### src/hw/rtl/lvs_pkg.sv
`timescale 1ns / 1ps
// ----------------------------------------------------------------------------
// lvs_pkg
// Shared constants, datapath operation codes and status type for the
// Legendre value and slope block.
// ----------------------------------------------------------------------------
package lvs_pkg;

	localparam int MAX_DEGREE = 64;
	localparam int FRAC_BITS  = 30;

	localparam int DEGREE_W = 7;
	localparam int POINT_W  = 32;
	localparam int POLY_W   = 32;
	localparam int SLOPE_W  = 43;

	localparam logic signed [33:0] ONE_FX    = 34'sd1 <<< FRAC_BITS;
	localparam logic [43:0]        SLOPE_LIM =
		44'(MAX_DEGREE * (MAX_DEGREE + 1) / 2) << FRAC_BITS;

	typedef enum logic [3:0] {
		OP_NONE,
		OP_LOAD,
		OP_MUL,
		OP_ACC,
		OP_DIVA,
		OP_DIVB,
		OP_DIVC,
		OP_FMUL,
		OP_FSUB,
		OP_QINIT,
		OP_QSTEP,
		OP_FINAL
	} lvs_op_t;

	typedef struct packed {
		logic deg_lt2;
		logic last_step;
		logic skip_div;
		logic div_last;
	} lvs_status_t;

endpackage

### src/hw/rtl/lvs_ctrl.sv
`timescale 1ns / 1ps
// ----------------------------------------------------------------------------
// lvs_ctrl
// Sequencer that steps the datapath through the recurrence, the slope
// terms and the bit-serial slope division, and owns the result valid flag.
// ----------------------------------------------------------------------------
module lvs_ctrl import lvs_pkg::*; (
	input  logic        clk,
	input  logic        arst_n,
	input  logic        item_valid,
	output logic        item_ready,
	output logic        result_valid,
	input  logic        result_ready,
	input  lvs_status_t status,
	output lvs_op_t     op
);

	typedef enum logic [3:0] {
		S_IDLE,
		S_START,
		S_MUL,
		S_ACC,
		S_DIVA,
		S_DIVB,
		S_DIVC,
		S_FMUL,
		S_FSUB,
		S_QINIT,
		S_QSTEP,
		S_FINAL
	} state_t;

	state_t state_q;
	logic   result_valid_q;
	logic   out_free;

	assign out_free     = !result_valid_q || result_ready;
	assign item_ready   = (state_q == S_IDLE);
	assign result_valid = result_valid_q;

	always_comb begin
		unique case (state_q)
			S_IDLE:  op = item_valid ? OP_LOAD : OP_NONE;
			S_START: op = OP_NONE;
			S_MUL:   op = OP_MUL;
			S_ACC:   op = OP_ACC;
			S_DIVA:  op = OP_DIVA;
			S_DIVB:  op = OP_DIVB;
			S_DIVC:  op = OP_DIVC;
			S_FMUL:  op = OP_FMUL;
			S_FSUB:  op = OP_FSUB;
			S_QINIT: op = OP_QINIT;
			S_QSTEP: op = OP_QSTEP;
			S_FINAL: op = out_free ? OP_FINAL : OP_NONE;
			default: op = OP_NONE;
		endcase
	end

	always_ff @(posedge clk or negedge arst_n) begin
		if (!arst_n) begin
			state_q        <= S_IDLE;
			result_valid_q <= 1'b0;
		end else begin
			if (result_valid_q && result_ready && state_q != S_FINAL) begin
				result_valid_q <= 1'b0;
			end
			unique case (state_q)
				S_IDLE: begin
					if (item_valid) begin
						state_q <= S_START;
					end
				end
				S_START: state_q <= status.deg_lt2 ? S_FINAL : S_MUL;
				S_MUL:   state_q <= S_ACC;
				S_ACC:   state_q <= S_DIVA;
				S_DIVA:  state_q <= S_DIVB;
				S_DIVB:  state_q <= S_DIVC;
				S_DIVC:  state_q <= status.last_step ? S_FMUL : S_MUL;
				S_FMUL:  state_q <= S_FSUB;
				S_FSUB:  state_q <= S_QINIT;
				S_QINIT: state_q <= status.skip_div ? S_FINAL : S_QSTEP;
				S_QSTEP: begin
					if (status.div_last) begin
						state_q <= S_FINAL;
					end
				end
				S_FINAL: begin
					if (out_free) begin
						result_valid_q <= 1'b1;
						state_q        <= S_IDLE;
					end
				end
				default: state_q <= S_IDLE;
			endcase
		end
	end

endmodule

### config.mk
export PLATFORM = sky130hd
export DESIGN_NAME = lvs_ctrl
export DESIGN_NICKNAME = d
export VERILOG_FILES = /design/src/hw/rtl/lvs_pkg.sv /design/src/hw/rtl/lvs_ctrl.sv
export SDC_FILE = /design/constraint.sdc
export NUM_CORES = 1
export LEC_CHECK = 0
export BUFFER_PORTS_ARGS = -buffer_cell sky130_fd_sc_hd__buf_2
export CAP_MARGIN = 10
export CORE_AREA = 4 4 41 43
export DETAILED_ROUTE_END_ITERATION = 8
export DIE_AREA = 0 0 45 47
export SLEW_MARGIN = 25
export SYNTH_ARGS = -nofsm -noshare
export SYNTH_HDL_FRONTEND = slang
export SYNTH_SLANG_ARGS = --single-unit
### constraint.sdc
create_clock -name clk -period 1.2 [get_ports clk]
set_clock_uncertainty 0.1 [all_clocks]
set_input_delay 0.06 -clock clk [delete_from_list [all_inputs] [get_ports clk]]
set_output_delay 0.06 -clock clk [all_outputs]
set_load 0.05 [all_outputs]
# == Word-level counts from Yosys, hierarchy flattened ==
# Index checks and enable logic that the tools add are counted.
# word_totals
output_inout_bits,6
ff_bits,5
# classes
eq_ne,15
n_reduce_logical,6
n_mux,13
# op_table
op,count
$pmux W4 S12,1
$pmux W4 S11,1
$mux W4,5
$eq A4 B3 Y1 const B,4
$eq A4 B4 Y1 const B,4
$eq A4 B2 Y1 const B,2
$ne A2 B2 Y1 const B,3
$mux W1,5
$eq A4 B1 Y1 const B,1
$logic_not A4 Y1,1
$ne A4 B4 Y1 const B,1
$mux W3,1
$reduce_and A3 Y1,1
$logic_and A1 B1 Y1,2
$logic_not A1 Y1,1
$logic_or A1 B1 Y1,1

# == Logic depth before layout (Yosys ltp) ==
# depth
depth_word,5
ltp_mapped,5

# == Least setup slack after synthesis ==
# No wires, ideal clock.
# synth_timing
path_type,flip-flop to output port
startpoint,reg state_q[2]
endpoint,out op[0]
t_arrival_ps,1934
slack_ps,-894
stages_incl_launch_ff,4
path_cell_list,dfrtp_1 > nor4_2 > nand2_1 > nand2_1
# synth_via
elab_chain_cells,2
elab_cells_between_ends,12
# synth_lines
item,line,rtl
from (decl),lvs_ctrl.sv:33,state_t state_q;
from (signal assigned),lvs_ctrl.sv:73,S_START: state_q <= status.deg_lt2 ? S_FINAL : S_MUL;
from (signal assigned),lvs_ctrl.sv:78,S_DIVC: state_q <= status.last_step ? S_FMUL : S_MUL;
from (signal assigned),lvs_ctrl.sv:81,S_QINIT: state_q <= status.skip_div ? S_FINAL : S_QSTEP;
$logic_not A4 Y1,--,
net item_ready,lvs_ctrl.sv:11,"output logic item_ready,"
$pmux W4 S11,lvs_ctrl.sv:42,unique case (state_q)
to (decl),lvs_ctrl.sv:15,output lvs_op_t op
# The timed path passes the listed nets, and every way through them passes these cells.

# == Worst setup path in the final report ==
# layout_timing
startpoint,"reg result_valid_q, in the netlist result_valid"
endpoint,out op[0]
# layout_via
elab_chain_cells,4
# layout_lines
item,line,rtl
from (decl),lvs_ctrl.sv:34,logic result_valid_q;
from (signal assigned),lvs_ctrl.sv:62,result_valid_q <= 1'b0;
from (signal assigned),lvs_ctrl.sv:65,result_valid_q <= 1'b0;
from (signal assigned),lvs_ctrl.sv:89,result_valid_q <= 1'b1;
$logic_not A1 Y1,lvs_ctrl.sv:37,assign out_free = !result_valid_q || result_ready;
$logic_or A1 B1 Y1,lvs_ctrl.sv:37,
$mux W4,lvs_ctrl.sv:54,S_FINAL: op = out_free ? OP_FINAL : OP_NONE;
$pmux W4 S11,lvs_ctrl.sv:42,
# Every way passes these cells.

==> flow_summary.rst <==
.. list-table::
   :header-rows: 1

   * - Metric
     - Value
   * - Post-synth top flop
     - sky130_fd_sc_hd__dfrtp_1
   * - Count of inserted antenna diode cells
     - 0
   * - Count of different cell masters after synthesis
     - 25
   * - List of most frequent post-synthesis cells
     - 7 x sky130_fd_sc_hd__a21oi_1, 6 x sky130_fd_sc_hd__nor2_1, 5 x sky130_fd_sc_hd__dfrtp_1, 3 x sky130_fd_sc_hd__nand2_1, 3 x sky130_fd_sc_hd__o21ai_1
   * - Outcome
     - complete, but fails checks
   * - Kind of end point of the critical path
     - output port
   * - Maximum achievable frequency
     - 659 MHz
   * - Dpl hpwl
     - 834 µm
   * - Crit path kind
     - reg -> out
   * - Fin worst setup slack
     - -0.319 ns
   * - Critical path startpoint category
     - register
   * - Max-capacitance violation count
     - 0
   * - Effective utilization at floorplan
     - 0.288
   * - Cell count after synthesis
     - 47
   * - Netlist area before placement
     - 375 µm²
   * - Clock Latency Late Sink
     - 0.24 ns
   * - Async set-reset flop share out of synthesis
     - 1.00
   * - Worst slew slack as a fraction of its limit
     - 0.821
   * - Fin Setup TNS
     - -1.53 ns
   * - Core area
     - 0.00130 mm²
   * - Worst ir drop on vdd
     - 1.47 mV
   * - Critical-path cell list
     - and2b_2, a21oi_1, o21ai_1, nand2_2, buf_6
   * - Dpl ws
     - -0.170 ns
   * - Nets
     - 88
   * - Area added between synthesis and finish
     - 107%
   * - Leakage power figure
     - 0.364 nW
   * - Count of flip-flops with a built-in enable after synthesis
     - 0
   * - Largest area contributor in the synthesized netlist
     - sky130_fd_sc_hd__dfrtp_1
   * - Mean Syn Cell Area
     - 7.99 µm²
   * - IO Port Bufs
     - 13
   * - Leading cell types by total area after synthesis
     - sky130_fd_sc_hd__dfrtp_1 33%, sky130_fd_sc_hd__a21oi_1 9.3%, sky130_fd_sc_hd__nor2_1 6.0%, sky130_fd_sc_hd__o21ai_1 4.0%, sky130_fd_sc_hd__buf_4 4.0%
   * - Die span in x
     - 45 µm
   * - Violations in the final reports
     - negative setup slack
   * - Row cnt
     - 13
   * - Detailed-route wire length
     - 1160 µm
   * - Cell at the root of the clock tree
     - sky130_fd_sc_hd__clkbuf_4
   * - Number of antenna violations at the first check in global routing
     - 0
   * - Most numerous cell in the Yosys netlist
     - sky130_fd_sc_hd__a21oi_1
   * - Overflow left after global routing
     - 0
   * - Share of the yosys chip area belonging to registers
     - 0.333
   * - Yosys top cell area share
     - 0.333
   * - CTS tree
     - yes
   * - Die Y-Extent
     - 47 µm
   * - Dominant delay contributor by cell family on the critical path
     - flip-flops
   * - Transition at the pin with the smallest max-transition slack
     - 0.268 ns
   * - Per-cell via count in the routed design
     - 4.82
   * - Clock-pin slew on the worst setup and hold paths
     - 0.04 ns
   * - Weighted congestion reported at the end of routability-driven placement
     - 0.821
   * - Number of clock buffers inserted by TritonCTS
     - 3
   * - Global-route wire length before repair
     - 1700 µm
   * - Buffer levels on the longest clock path
     - 2
   * - Final min period
     - 1.52 ns
   * - Worst path slowest cell
     - sky130_fd_sc_hd__dfrtp_2
   * - Share of cells above drive strength 1
     - 0.709
   * - DR iter-0 viols
     - 6
   * - Nets in the synthesized netlist
     - 55
   * - CTS H-Tree Depth
     - 1
   * - Hold Crit Class
     - in -> reg
   * - Post-route fraction of the period consumed by the critical path
     - 1.27
   * - Critical path fanouts, max
     - 4
   * - Slowest cell delay on critical path
     - 0.39 ns
   * - Wire per inst
     - 12.3 µm
   * - Yosys Warn Count
     - 0
   * - WP buf/inv
     - 1
   * - Required time of the critical path
     - 1.04 ns
   * - Unrepaired setup endpoints after global routing
     - true
   * - Final count of hold timing violations
     - 0
   * - Number of global-route vias before repair
     - 423
   * - Number of detailed-route iterations in the first pass
     - 2
   * - Power density normalized to cell area
     - 3210 mW/mm²
   * - DRC violation count after routing
     - 0
   * - Number of flip-flops and latches in the synthesized netlist
     - 5
   * - Pins Over Slew Limit
     - 0
   * - Count of vias placed by the detailed router
     - 453
   * - GRT Overall Usage
     - 0.114
   * - Final setup vio count
     - 7
   * - # IOs
     - 14
   * - Worst endpoint data arrival time
     - 1.36 ns
   * - Die footprint
     - 0.00212 mm²
   * - Sum of internal, switching and leakage power
     - 2.50 mW
   * - Routed Antenna Nets
     - 0
   * - Clock net sink count
     - 5
   * - Largest net degree at the start of global routing
     - 8
state kept, by name (all words and copies together), names as in the netlist:
register / count
result_valid: 1
state_q: 4
logic make-up after synthesis:
| family | synth area share |
|---|---|
| compound gates | 0.307 |
| simple gates | 0.267 |
| buf+inv | 0.0933 |
| flops | 0.333 |
per-stage QoR:
| step | utilization | std cells | area [µm²] | hold WS, ns |
|---|---|---|---|---|
| after detailed placement | 0.449 | 86 | 584 | -0.222 |
| final | 0.597 | 94 | 777 | 0.0408 |
| after CTS | 0.512 | 92 | 666 | 0.0258 |
| after global routing | 0.597 | 94 | 777 | 0.0530 |
| after floorplan | - | 47 | 415 | -0.336 |
| after global placement | 0.449 | 86 | 584 | -0.223 |
where the power goes:
| group | leakage (nW) | internal [mW] | switching, mW |
|---|---|---|---|
| Sequential | 0.0577 | 0.257 | 0.131 |
| Combinational | 0.292 | 0.921 | 0.992 |
| Clock | 0.0150 | 0.126 | 0.0695 |
path summary, 6_finish.rpt:
check | slack (ns) | cells after the start | endpoint | from
hold reg to reg | 0.56 | 2 | state_q[1]$_DFFE_PN0P_ | state_q[2]$_DFFE_PN0P_
min in group asynchronous | 0.06 | 2 | state_q[0]$_DFFE_PN0P_ | arst_n
setup / recovery | -0.32 | 5 | op[0] | result_valid$_DFF_PN0_
hold / removal | 0.04 | 3 | state_q[2]$_DFFE_PN0P_ | status[2]
setup reg to reg | -0.20 | 5 | state_q[0]$_DFFE_PN0P_ | state_q[3]$_DFFE_PN0P_
max in group asynchronous | 0.79 | 2 | state_q[1]$_DFFE_PN0P_ | arst_n
cell usage in the layout (no fill, tap or decap), drive strengths merged, types with 2 or more instances in the layout:
cell,synthesis,final
a21oi,7,7
inv,2,2
clkbuf,1,4
nor2b,2,2
a31oi,2,2
nor2,6,6
o21ai,3,3
buf,3,31
nand2,4,4
dfrtp,5,5
layout make-up:
cell class / count / area [µm²]
multi-input cells: 36 / 312
clock buffers: 4 / 26.3
well taps: 15 / 18.8
repair buffers: 32 / 283
fillers: 121 / 524
flip-flops and latches: 5 / 130
inverters: 2 / 7.51
worst reg2reg max path, stage by stage, from the launching register on:
cell and delay, ns:
sky130_fd_sc_hd__dfrtp_2 0.47, sky130_fd_sc_hd__buf_6 0.14, sky130_fd_sc_hd__buf_4 0.16, sky130_fd_sc_hd__a31oi_4 0.14, sky130_fd_sc_hd__o31ai_2 0.08, sky130_fd_sc_hd__a22o_1 0.20
metal layers:
metal / GRT usage / part of all wire
met5: 0 / 0
met4: 0.0351 / 0
met3: 0.0613 / 0.058
met2: 0.181 / 0.57
met1: 0.132 / 0.37
what timing repair did:
item,4_1_cts,5_1_grt
hold endpoints to repair,5,0
cloned,0,0
setup endpoints to repair,10,9
resized for setup,14,24
hold buffers,1,0
buffers inserted,1,3
pin swaps,0,3
No activity file was read; power rests on OpenSTA's default activity.
